--- src/design/gnd_pkg.sv ---
`timescale 1ns / 1ps
// ----------------------------------------------------------------------------
// gnd_pkg: shared types and constants of the Gaussian neighbour density unit
// Beat types, command codes, register indexes, widths and the weight table
// generator function.
// ----------------------------------------------------------------------------
package gnd_pkg;

  localparam int MAX_REFS_DEF  = 4096;
  localparam int EXP_DEPTH_DEF = 256;

  localparam int COORD_W  = 24;
  localparam int DENS_W   = 24;
  localparam int SIGMA_W  = 16;
  localparam int WEIGHT_W = 13;
  localparam int CMP_W    = 27;   // doubled coordinates and window bounds
  localparam int ABS_W    = 25;   // magnitude of a coordinate difference
  localparam int SQ_W     = 50;   // square of a difference
  localparam int DIVD_W   = 56;   // dividend of the exponent divisions
  localparam int DIVS_W   = 34;   // divisor: two sigma squared
  localparam int QUO_W    = 24;   // quotient in Q.20
  localparam int FRAC_E   = 20;

  localparam logic [1:0] CMD_LOAD  = 2'd0;
  localparam logic [1:0] CMD_QUERY = 2'd1;
  localparam logic [1:0] CMD_CLEAR = 2'd2;

  localparam logic REG_LATERAL = 1'b0;
  localparam logic REG_AXIAL   = 1'b1;

  localparam logic [SIGMA_W-1:0] LATERAL_RESET = 16'd256;
  localparam logic [SIGMA_W-1:0] AXIAL_RESET   = 16'd512;

  typedef struct packed {
    logic [1:0]                command;
    logic signed [COORD_W-1:0] coord_x;
    logic signed [COORD_W-1:0] coord_y;
    logic signed [COORD_W-1:0] coord_z;
    logic                      last_query;
  } in_beat_t;

  typedef struct packed {
    logic [DENS_W-1:0] density;
    logic              saturated;
  } out_beat_t;

  typedef struct packed {
    logic [COORD_W-1:0] x;
    logic [COORD_W-1:0] y;
    logic [COORD_W-1:0] z;
  } ref_point_t;

  typedef enum logic [3:0] {
    ST_IDLE, ST_SETUP, ST_READ, ST_EVAL, ST_SQUARE, ST_TEST,
    ST_DIVIDE, ST_SCALE, ST_INDEX, ST_LOOKUP, ST_ACCUM, ST_DONE
  } state_t;

  // Entry k of the weight table, exp(-10k/depth) in Q1.12. The step is
  // (10 << 32) / depth; the ratio m comes from a 20-term series in Q.32.
  function automatic logic [WEIGHT_W-1:0] exp_weight(int unsigned k, logic [63:0] step);
    logic [63:0] term;
    logic [63:0] sum;
    logic [63:0] t;
    int unsigned n;
    int unsigned j;
    term = 64'd1 << 32;
    sum  = 64'd1 << 32;
    for (n = 1; n <= 20; n++) begin
      term = ((term * step) >> 32) / 64'(n);
      if (n[0]) begin
        sum = sum - term;
      end else begin
        sum = sum + term;
      end
    end
    t = 64'd1 << 32;
    for (j = 0; j < k; j++) begin
      t = (t * sum) >> 32;
    end
    return WEIGHT_W'((t + (64'd1 << 19)) >> 20);
  endfunction

endpackage

--- src/design/gnd_div.sv ---
`timescale 1ns / 1ps
// ----------------------------------------------------------------------------
// gnd_div: restoring divider
// One quotient bit per cycle. The caller guarantees the quotient fits in
// QuoW bits, so the upper dividend bits start out below the divisor.
// ----------------------------------------------------------------------------
module gnd_div #(
  parameter int DvdW = gnd_pkg::DIVD_W,
  parameter int DvsW = gnd_pkg::DIVS_W,
  parameter int QuoW = gnd_pkg::QUO_W
) (
  input  logic            clk,
  input  logic            rst_n,
  input  logic            start,
  input  logic [DvdW-1:0] dividend,
  input  logic [DvsW-1:0] divisor,
  output logic            busy,
  output logic [QuoW-1:0] quotient
);

  localparam int CntW = $clog2(QuoW + 1);

  logic [DvsW-1:0] rem_r, rem_nxt;
  logic [DvsW-1:0] dvs_r;
  logic [QuoW-1:0] low_r, low_nxt;
  logic [CntW-1:0] cnt_r;
  logic [DvsW:0]   shifted;
  logic            ge;

  always_comb begin
    shifted = {rem_r, low_r[QuoW-1]};
    ge      = shifted >= {1'b0, dvs_r};
    rem_nxt = ge ? DvsW'(shifted - {1'b0, dvs_r}) : shifted[DvsW-1:0];
    low_nxt = {low_r[QuoW-2:0], ge};
  end

  always_ff @(posedge clk) begin
    if (!rst_n) begin
      cnt_r <= '0;
    end else if (start) begin
      cnt_r <= CntW'(QuoW);
    end else if (cnt_r != '0) begin
      cnt_r <= cnt_r - 1'b1;
    end
  end

  always_ff @(posedge clk) begin
    if (start) begin
      rem_r <= DvsW'(dividend[DvdW-1:QuoW]);
      low_r <= dividend[QuoW-1:0];
      dvs_r <= divisor;
    end else if (cnt_r != '0) begin
      rem_r <= rem_nxt;
      low_r <= low_nxt;
    end
  end

  assign busy     = cnt_r != '0;
  assign quotient = low_r;

endmodule

--- config.mk ---
export PLATFORM = sky130hd
export DESIGN_NAME = gnd_div
export DESIGN_NICKNAME = d
export VERILOG_FILES = /design/src/design/gnd_pkg.sv /design/src/design/gnd_div.sv
export SDC_FILE = /design/constraint.sdc
export NUM_CORES = 1
export LEC_CHECK = 0
export ABC_CLOCK_PERIOD_IN_PS = 7800
export BUFFER_PORTS_ARGS = -buffer_cell sky130_fd_sc_hd__buf_4
export CAP_MARGIN = 20
export CORE_ASPECT_RATIO = 0.6
export CORE_MARGIN = 10
export CORE_UTILIZATION = 50
export CTS_BUF_LIST = sky130_fd_sc_hd__clkbuf_8
export DETAILED_ROUTE_END_ITERATION = 10
export GPL_TIMING_DRIVEN = 0
export PLACE_DENSITY = 0.84
export SLEW_MARGIN = 20
export SYNTH_ARGS = -nofsm -noshare
export SYNTH_HDL_FRONTEND = slang
export SYNTH_SLANG_ARGS = --single-unit
--- constraint.sdc ---
create_clock -name clk -period 7.8 [get_ports clk]
set_input_delay 2.34 -clock clk [delete_from_list [all_inputs] [get_ports clk]]
set_output_delay 2.34 -clock clk [all_outputs]
set_load 0.05 [all_outputs]
# --- Word-level counts from Yosys, hierarchy flattened ---
# Cells that the tools add are included.
classes:
  addsub: 2
  order_cmp: 1
  muxes: 7
  bitwise_logic: 1
  reduce_logical: 3
op_table:
  columns: ["operator", "count"]
  rows:
  - ["2-to-1 mux 32 bit", 2]
  - ["2-to-1 mux 24 bit", 2]
  - [">= comparator 35 x 34 -> 1 bit", 1]
  - ["2-to-1 mux 34 bit", 1]
  - ["subtractor 34 bit", 1]
  - ["2-to-1 mux 5 bit", 2]
  - ["nonzero test 5 bit", 1]
  - ["subtractor 5 x 1 -> 5 bit, second input constant", 1]
  - ["nonzero test 2 bit", 1]
  - ["OR reduction 2 bit", 1]
  - ["inverter 1 bit", 1]
word_totals:
  ff_bits: 97
  word_cells: 20

# --- Longest topological paths before layout ---
# Gate-level depths: netlist (run 1).
depth:
  depth_word: 4
  depth_mapped: 13
  ltp_nobuf: 11

# --- Worst setup path after synthesis (run 1) ---
# No wires, ideal clock.
synth_path:
  kind: "input -> register"
  from: "input start"
  to: "register low_r[0] (netlist: quotient[0]) (enable)"
  arrival_ns: 4.165
  required_time_ns: 7.160
  setup_slack_ns: 2.995
  cell_stages: 5
  path_buffers: 3
  cell_sequence: "clkbuf_1 inv_1 clkbuf_1 clkbuf_1 nand2_1"
synth_via:
  elab_chain_len: 1
synth_rtl:
  columns: ["item", "line_no", "text"]
  rows:
  - ["from (decl)", "gnd_div.sv:14", "input logic start,"]
  - ["nonzero test 2 bit (no source line)", null, null]
  - ["to (signal assigned)", "gnd_div.sv:50", "low_r <= dividend[QuoW-1:0];"]
  - ["to (signal assigned)", "gnd_div.sv:54", "low_r <= low_nxt;"]
  - ["to (decl)", "gnd_div.sv:25", "logic [QuoW-1:0] low_r, low_nxt;"]
# No other way between the ends.
# A chain may end at the register's enable or synchronous reset.

# --- Worst setup path in the final report (run 1) ---
layout_path:
  from: "register cnt_r[0]"
  to: "output busy"
layout_via:
  elab_chain_len: 1
layout_rtl:
  columns: ["item", "line_no", "text"]
  rows:
  - ["from (decl)", "gnd_div.sv:26", "logic [CntW-1:0] cnt_r;"]
  - ["from (signal assigned)", "gnd_div.sv:41", "cnt_r <= CntW'(QuoW);"]
  - ["from (signal assigned)", "gnd_div.sv:43", "cnt_r <= cnt_r - 1'b1;"]
  - ["nonzero test 5 bit", "gnd_div.sv:58", "assign busy = cnt_r != '0;"]
  - ["to (decl)", "gnd_div.sv:17", "output logic busy,"]
# No other way between the ends.

==> impl_metrics.toml, run 1 <==
[run_status]
outcome = "complete, no violations"

[layout]
layout_commonest_cell = "buf_4"
syn_to_final_growth_pct = 22.1
final_area_mm2 = 0.00745
diodes = 0
final_util_pct = 62.2
multi_input_area_mm2 = 0.00301
layout_common_cells = "buf_4, edfxtp_1, nand2_1, nor2_1, inv_1"
finish.net_count = 856
num-fill-cells = 985
register_area_mm2 = 0.00284
layout-drive-gt1-share_pct = 23.9

[timing]
fin_crit_sh_pct = 61.1
period_needed_ns = 4.76
slew_viol_final = 0
slew_headroom_pct = 38.5
max_freq_mhz = 210
skew_ns = 0.0117
setup_viol = 0
tightest_slew_ns = 0.921
whs_ns = 0.535
hold_violations = 0
totalNegativeSetupSlack_ns = 0
rsz0062_at_grt = "false"

[yosys]
synthArstFlopShare_pct = 0
ys.warnings.count = 0
syn_nets = 727
synth-seq-cells = 97
syn_inst = 597
yosysTopAreaCellShare_pct = 44.3
synthTopCellsByArea = "edfxtp_1, ha_1, mux2_2, nand2_1, nor2_1"
synth_cell_types = 69
ys_seq_area_share_pct = 46.5
yosys_most_used_dff = "edfxtp_1"
synthesis.area_mm2 = 0.00611
avgSynthCellArea_um2 = 10.2
synth_edf_count = 90
netlist.top_cell.by_area = "edfxtp_1"

[routing]
wire_per_inst_um = 19.7
postRouteAntennaNets = 0
drt-initial-drc-count = 503
drcViolationCount = 0
routed_wl_um = 17700
dr.pass1.iters = 5
via_count = 5323
vias_per_cell = 5.94

[job]
maxCapViolCount = 0

[place]
hpwlAfterDp_um = 13600
place.gp.congestion = 0.936
dpl_cell_area_mm2 = 0.00723
numPortBuffers = 117

[floorplan]
fp-row-count = 31
start_util_pct = 51.0
chipWidth_um = 163
die_area_mm2 = 0.0172
ios = 118
core_area_mm2 = 0.0120
die_y_um = 106

[clock_network]
cts_buffers = 9
cts_sinks = 97
h-tree-depth = 3
clkTransAtPathRegs_ns = 0.11
postCtsHoldBufs = 0
cts_buffer_depth = 2
clk_latency_ns = 0.39
cts_tree = "done"
clk_root_buffer_cell = "clkbuf_8"
post_cts_buffers = 0
cts_resized = 0

[power]
p_per_area_mw_per_mm2 = 383
peakVddDrop_mv = 0.170
power.static_leakage_nw = 3.17
power_w = 0.00286

[worst_setup_path]
end_kind = "primary output"
worst_setup_path_start_kind = "register"
critPathArrivalTime_ns = 2.42
crit_type = "reg2out"
crit_fanout = 7
critPathRequiredTime_ns = 5.46

[global_routing]
grt_pass1_vias = 5291
antenna_found_initial = 0
overflow = 0
grt_max_degree = 38
grt_usage_pct = 19.7
grt_first_pass_wirelength_um = 27500

[min_path]
worstHoldPathType = "reg2reg"
-- through the flow --
step | cells | setup WS (ns)
finish | 896 | 3.04
global route | 896 | 2.91
CTS | 896 | 3.03
detailed placement | 880 | 2.73
global placement | 879 | 1.37
floorplan | 597 | 2.99
-- flip-flops by register name, summed over array words and instances (netlist names) --
signal	cells
rem_r	34
dvs_r	34
cnt_r	5
quotient	24
-- final timing paths --
| check | slack, ns | startpoint | end | cells past startpoint |
|---|---|---|---|---|
| setup / recovery | 3.04 | cnt_r[0]$_SDFFE_PP0P_ | busy | 5 |
| setup reg to reg | 3.76 | rem_r[2]$_DFFE_PP_ | rem_r[13]$_DFFE_PP_ | 10 |
| hold / removal | 0.54 | cnt_r[1]$_SDFFE_PP0P_ | cnt_r[1]$_SDFFE_PP0P_ | 2 |
| hold reg to reg | 0.54 | cnt_r[1]$_SDFFE_PP0P_ | cnt_r[1]$_SDFFE_PP0P_ | 2 |
-- metal layers --
metal | vias to the layer above | part of all wire, % | track usage (%)
met4 | 0 | 1.8 | 5.83
met1 | 2507 | 45 | 27.0
met3 | 35 | 11 | 6.02
li1 | 2487 | - | -
met5 | - | 0 | 0
met2 | 294 | 42 | 29.4
-- worst max-delay path, cell delays in order (launching register included) --
cell	delay, ns
dfxtp_1	0.32
inv_1	0.11
ha_1	0.21
nor4b_2	0.76
inv_1	0.34
buf_4	0.29
-- cell families (layout without fill, tap and decap cells) --
group | count (synthesis) | count (layout) | synth area share (%)
muxes | 30 | 30 | 5.47
AOI/OAI and AO/OA | 156 | 156 | 18.2
adders and majority gates | 37 | 37 | 7.70
buffers and inverters | 70 | 204 | 4.51
DFF | 97 | 97 | 46.5
and+or+nand+nor | 184 | 184 | 14.3
xor gates and xnor gates | 23 | 23 | 3.30
-- layout make-up --
cell class | instances | area share (%)
multi-input cells | 430 | 40.4
repair buffers | 118 | 12.1
clock inverters | 7 | 1.31
plain buffers | 21 | 1.23
clock buffers | 9 | 1.66
flip-flops and latches | 97 | 38.1
well taps | 165 | 2.77
inverters | 49 | 2.47
-- synthesized netlist by cell type (3+ instances only) --
cell type  number
a211oi_1        6
a21o_1         15
a21oi_1        34
a221o_1         5
a2bb2oi_1       4
a31oi_1        24
and3_1         10
buf_1           4
buf_2           4
clkbuf_1       12
dfxtp_1         7
edfxtp_1       90
ha_1           36
inv_1          48
mux2_2         26
mux2i_1         3
nand2_1        57
nand2b_1        4
nand3_1        17
nand4_1         8
nor2_1         49
nor2b_1         6
nor3_1         12
nor4b_1         3
o2111ai_1       3
o211ai_1        4
o21a_1          8
o21ai_0        10
o21ai_1         8
o21bai_1        5
o2bb2ai_1       4
or3_1           6
xnor2_1        17
xor2_1          6
-- power breakdown --
part / internal [W] / switching, W / total [W]
sequential: 0.000749 / 0.0000821 / 0.000831
combinational: 0.000632 / 0.00104 / 0.00167
clock: 0.000158 / 0.000200 / 0.000357
Note: power is estimated with default switching activity, not from simulation.
==> run 2, diff against run 1 <==
--- a/config.mk
+++ b/config.mk
@@ -5,7 +5,7 @@
 export SDC_FILE = /design/constraint.sdc
 export NUM_CORES = 1
 export LEC_CHECK = 0
-export ABC_CLOCK_PERIOD_IN_PS = 7800
+export ABC_CLOCK_PERIOD_IN_PS = 4000
 export BUFFER_PORTS_ARGS = -buffer_cell sky130_fd_sc_hd__buf_4
 export CAP_MARGIN = 20
 export CORE_ASPECT_RATIO = 0.6
@@ -14,7 +14,7 @@
 export CTS_BUF_LIST = sky130_fd_sc_hd__clkbuf_8
 export DETAILED_ROUTE_END_ITERATION = 10
 export GPL_TIMING_DRIVEN = 0
-export PLACE_DENSITY = 0.84
+export PLACE_DENSITY = 0.87
 export SLEW_MARGIN = 20
 export SYNTH_ARGS = -nofsm -noshare
 export SYNTH_HDL_FRONTEND = slang
==> constraint.sdc (replaced) <==
create_clock -name clk -period 4 [get_ports clk]
set_input_delay 1.2 -clock clk [delete_from_list [all_inputs] [get_ports clk]]
set_output_delay 1.2 -clock clk [all_outputs]
set_load 0.05 [all_outputs]
==> run 2 against run 1 <==
  * Register-to-register slack got worse by 3.5 ns
  * Sequential power increased by 95%
  * Flip-flop and latch count unchanged
  * Count of clock-buffer cells in the layout unchanged
  * Clock skew increased by 0.00085 ns
  * Final area decreased by 0.55%
  * Clock power increased by 74%
  * First-iteration DRC count increased by 29%
  * Critical endpoint is now rem_r[13]$_DFFE_PP_
  * Largest cell class unchanged
  * Highest routed layer unchanged
==> impl_metrics.toml, run 2 (synthesized netlist as in run 1, its figures left out) <==
[timing]
slew_headroom_pct = 33.9
rsz0062_at_grt = "false"
slew_viol_final = 0
period_needed_ns = 3.77
skew_ns = 0.0126
fin_crit_sh_pct = 94.3
hold_violations = 0
tightest_slew_ns = 0.979
max_freq_mhz = 265
setup_viol = 0

[power]
p_per_area_mw_per_mm2 = 740
power.static_leakage_nw = 3.15
power_w = 0.00549
peakVddDrop_mv = 0.376

[worst_setup_path]
crit_fanout = 10
crit_type = "reg2reg"
worst_setup_path_start_kind = "register"
rr_worst_depth = 11
critPathRequiredTime_ns = 4.24
critPathArrivalTime_ns = 4.01
end_kind = "register"

[clock_network]
clkTransAtPathRegs_ns = 0.10
cts_sinks = 97
cts_buffers = 9
h-tree-depth = 3
clk_root_buffer_cell = "clkbuf_8"
postCtsHoldBufs = 0
cts_tree = "done"
clk_latency_ns = 0.38
cts_buffer_depth = 2

[routing]
routed_wl_um = 17600
wl_met2_um = 7280
postRouteAntennaNets = 0
wire_per_inst_um = 19.7
drt-met1-wl_um = 8030
drcViolationCount = 0
drt-initial-drc-count = 651
routed.top_layer = "met4"
dr.pass1.iters = 6
via_count = 5320
vias_per_cell = 5.94
route.met3.wl_um = 2090

[floorplan]
core_area_mm2 = 0.0120
die_area_mm2 = 0.0172
die_y_um = 106
fp-row-count = 31
start_util_pct = 51.0
chipWidth_um = 163
ios = 118

[job]
maxCapViolCount = 0

[global_routing]
antenna_found_initial = 0
overflow = 0
grt_usage_pct = 19.9
grt_pass1_vias = 5329
grt_max_degree = 37
grt_first_pass_wirelength_um = 27800

[layout]
layout_common_cells = "buf_4, edfxtp_1, nand2_1, nor2_1, inv_1"
register_area_mm2 = 0.00284
layout-drive-gt1-share_pct = 23.8
layout_commonest_cell = "buf_4"
num-fill-cells = 979
syn_to_final_growth_pct = 21.4
diodes = 0
multi_input_area_mm2 = 0.00301
finish.net_count = 856
final_area_mm2 = 0.00741

[place]
dpl_cell_area_mm2 = 0.00723
numPortBuffers = 117
place.gp.congestion = 0.946
hpwlAfterDp_um = 13400

[min_path]
whs_path_depth = 2
worstHoldPathType = "reg2reg"

[run_status]
outcome = "complete, no violations"
run 2: area by class of cell:
cell class	count	area share, %
multi-input cells	430	40.6
flip-flops and latches	97	38.3
repair buffers	118	12.1
well taps	165	2.78
inverters	49	2.48
clock buffers	9	1.67
plain buffers	21	1.23
clock inverters	7	0.810
run 2: metrics by stage:
stage / std cells / util [%] / setup WS (ns) / hold WS [ns] / setup TNS (ns)
6_report: 896 / 61.9 / 0.227 / 0.556 / 0
5_1_grt: 896 / 61.9 / 0.0880 / 0.578 / 0
4_1_cts: 896 / 61.8 / 0.146 / 0.557 / 0
3_5_place_dp: 880 / 60.3 / 0.136 / 0.542 / 0
3_3_place_gp: 879 / 60.0 / -1.24 / 0.489 / -69.40
2_1_floorplan: 597 / - / 0.335 / 0.479 / 0
run 2: path summary, 6_finish.rpt:
check        slack, ns             startpoint                    end
max               0.23     dvs_r[1]$_DFFE_PP_    rem_r[13]$_DFFE_PP_
min               0.56  cnt_r[1]$_SDFFE_PP0P_  cnt_r[1]$_SDFFE_PP0P_
max reg2reg       0.23     dvs_r[1]$_DFFE_PP_    rem_r[13]$_DFFE_PP_
min reg2reg       0.56  cnt_r[1]$_SDFFE_PP0P_  cnt_r[1]$_SDFFE_PP0P_
run 2: critical path: stages, from the launching register on:
cell and delay [ns]:
edfxtp_1 0.40, inv_1 0.06, ha_1 0.29, nor2b_1 0.21
o211ai_1 0.16, a21oi_1 0.32, a21oi_2 0.19, o21ai_1 0.55
o21ai_1 0.30, buf_2 0.29, nor2_1 0.57, a221o_1 0.28
run 2: where the power goes:
| part | total [W] | switching, W | leakage [nW] | internal [W] |
|---|---|---|---|---|
| registers | 0.00162 | 0.000160 | 0.968 | 0.00146 |
| clock network | 0.000622 | 0.000383 | 0.0917 | 0.000239 |
| logic | 0.00325 | 0.00201 | 2.08 | 0.00123 |
| total | 0.00549 | 0.00256 | 3.15 | 0.00293 |
run 2: repair_timing:
item	CTS	global route
resized for setup	0	1
setup endpoints to repair	0	25
buffers inserted	0	0
run 2: layer usage:
layer	track usage [%]	up-vias
met2	29.3	287
met3	6.99	24
li1	-	2491
met5	0	-
met1	27.6	2518
met4	3.97	0
==> run 3, diff against run 2 <==
--- a/config.mk
+++ b/config.mk
@@ -5,16 +5,17 @@
 export SDC_FILE = /design/constraint.sdc
 export NUM_CORES = 1
 export LEC_CHECK = 0
+export ABC_AREA = 0
 export ABC_CLOCK_PERIOD_IN_PS = 4000
 export BUFFER_PORTS_ARGS = -buffer_cell sky130_fd_sc_hd__buf_4
 export CAP_MARGIN = 20
 export CORE_ASPECT_RATIO = 0.6
 export CORE_MARGIN = 10
-export CORE_UTILIZATION = 50
+export CORE_UTILIZATION = 45
 export CTS_BUF_LIST = sky130_fd_sc_hd__clkbuf_8
 export DETAILED_ROUTE_END_ITERATION = 10
 export GPL_TIMING_DRIVEN = 0
-export PLACE_DENSITY = 0.87
+export PLACE_DENSITY = 0.81
 export SLEW_MARGIN = 20
 export SYNTH_ARGS = -nofsm -noshare
 export SYNTH_HDL_FRONTEND = slang
==> run 3 against run 2 <==
  * Wire length about the same
  * Clock power increased by 1%
  * Global-route usage decreased by 1.5 points
  * Fmax increased by 2.4%
  * Count of clock-buffer cells in the layout unchanged
  * Worst setup slack improved by 0.088 ns
  * Final cell count increased by 0.56%
  * Critical path type unchanged
  * Die area increased by 9.3%
  * Sequential share of layout area decreased by 0.052 points
  * Largest power group unchanged
  * Flip-flop and latch count unchanged
==> impl_metrics.toml, run 3 (synthesized netlist as in run 1, its figures left out) <==
[run_status]
outcome = "complete, no violations"

[timing]
hold_violations = 0
max_freq_mhz = 271
period_needed_ns = 3.68
fin_crit_sh_pct = 92.1
slew_viol_final = 0
rsz0062_at_grt = "false"
skew_ns = 0.0108
slew_headroom_pct = 35.2
tightest_slew_ns = 0.969
whs_ns = 0.530
setup_viol = 0

[clock_network]
cts_tree = "done"
post_cts_buffers = 0
postCtsHoldBufs = 0
cts_buffer_depth = 2
cts_buffers = 9
clk_root_buffer_cell = "clkbuf_8"
cts_resized = 0
clk_latency_ns = 0.39
clkTransAtPathRegs_ns = 0.10
cts_sinks = 97
h-tree-depth = 3

[global_routing]
grt_max_degree = 44
grt_pass1_vias = 5117
overflow = 0
grt_first_pass_wirelength_um = 27300
antenna_found_initial = 0
grt_usage_pct = 18.4

[worst_setup_path]
cp_cell_sequence = "inv_1 > ha_1 > nor2b_1 > o211ai_1 > a21oi_1 > a21oi_2 > o21ai_2 > o21a_1 > clkbuf_1 > nand3_1 > a31oi_1"
crit_fanout = 10
max_stage_delay_ns = 0.57
critPathRequiredTime_ns = 4.22
end_kind = "register"
crit_type = "reg2reg"
slowest_stage = "clkbuf_1"
worst_setup_path_start_kind = "register"
critPathArrivalTime_ns = 3.91

[floorplan]
chipWidth_um = 170
start_util_pct = 46.8
fp-row-count = 32
die_y_um = 110
die_area_mm2 = 0.0188
ios = 118
core_area_mm2 = 0.0131

[layout]
layout_common_cells = "buf_4, edfxtp_1, nand2_1, nor2_1, inv_1"
syn_to_final_growth_pct = 21.6
layout-drive-gt1-share_pct = 23.9
finish.net_count = 856
layout_commonest_cell = "buf_4"
final_cells = 901
diodes = 0

[min_path]
worstHoldPathType = "reg2reg"

[place]
dp_cells = 885
numPortBuffers = 117
hpwlAfterDp_um = 13600
place.gp.congestion = 0.909

[routing]
vias_per_cell = 5.82
dr.pass1.iters = 5
drcViolationCount = 0
drt-initial-drc-count = 581
via_count = 5247
postRouteAntennaNets = 0
routed_wl_um = 17600
wire_per_inst_um = 19.6

[power]
p_per_area_mw_per_mm2 = 740
peakVddDrop_mv = 0.295
power.static_leakage_nw = 3.15

[job]
maxCapViolCount = 0
-- run 3: cell count changes in the layout (fill, tap and decap cells not counted) --
cell | previous run | this run
o21ai_1 | 8 | 7
o21ai_2 | 0 | 1
inv_6 | 2 | 1
clkinv_4 | 1 | 2
-- run 3: per-stage QoR --
stage          util [%]  power [W]  instance area [um^2]  setup WS [ns]  TNS, ns
2_1_floorplan         -    0.00393                  6110          0.335        0
3_3_place_gp       55.1    0.00470                  7200          -1.28   -71.55
3_5_place_dp       55.4    0.00478                  7230          0.108        0
4_1_cts            56.8    0.00543                  7420         0.0941        0
5_1_grt            56.9    0.00588                  7420          0.121        0
6_report           56.9    0.00549                  7420          0.315        0
-- run 3: per-layer routing --
metal / routed length (um) / global-route usage (%) / vias up
met2: 7120 / 26.9 / 256
met3: 1810 / 4.93 / 16
met5: 0 / 0 / -
li1: - / - / 2488
met1: 8580 / 26.6 / 2487
met4: 122 / 3.80 / 0
-- run 3: power breakdown --
part | leakage [nW] | switching, W | internal, W
Clock | 0.0913 | 0.000394 | 0.000237
Combinational | 2.09 | 0.00201 | 0.00123
Sequential | 0.968 | 0.000159 | 0.00146
-- run 3: worst paths after layout --
path	from	endpoint	slack, ns	cells past startpoint
max	dvs_r[1]$_DFFE_PP_	rem_r[24]$_DFFE_PP_	0.32	11
min	cnt_r[1]$_SDFFE_PP0P_	cnt_r[1]$_SDFFE_PP0P_	0.53	2
max reg2reg	dvs_r[1]$_DFFE_PP_	rem_r[24]$_DFFE_PP_	0.32	11
min reg2reg	cnt_r[1]$_SDFFE_PP0P_	cnt_r[1]$_SDFFE_PP0P_	0.53	2
-- run 3: final cells by class --
class	instances	area, um^2
plain buffers	21	91.3
repair buffers	118	898
clock buffers	9	124
clock inverters	7	60.1
fillers	1151	5630
flip-flops and latches	97	2840
multi-input cells	430	3010
well taps	170	213
inverters	49	184
-- run 3: critical path: cells and delay by family, from the launching register on --
| kind | cells | cell delay (ns) |
|---|---|---|
| AND/OR/NAND/NOR | 2 | 0.36 |
| AO/OA/AOI/OAI | 6 | 1.82 |
| buffers and inverters | 2 | 0.64 |
| flip-flops | 1 | 0.41 |
| adder cells (fa/ha/maj) | 1 | 0.29 |
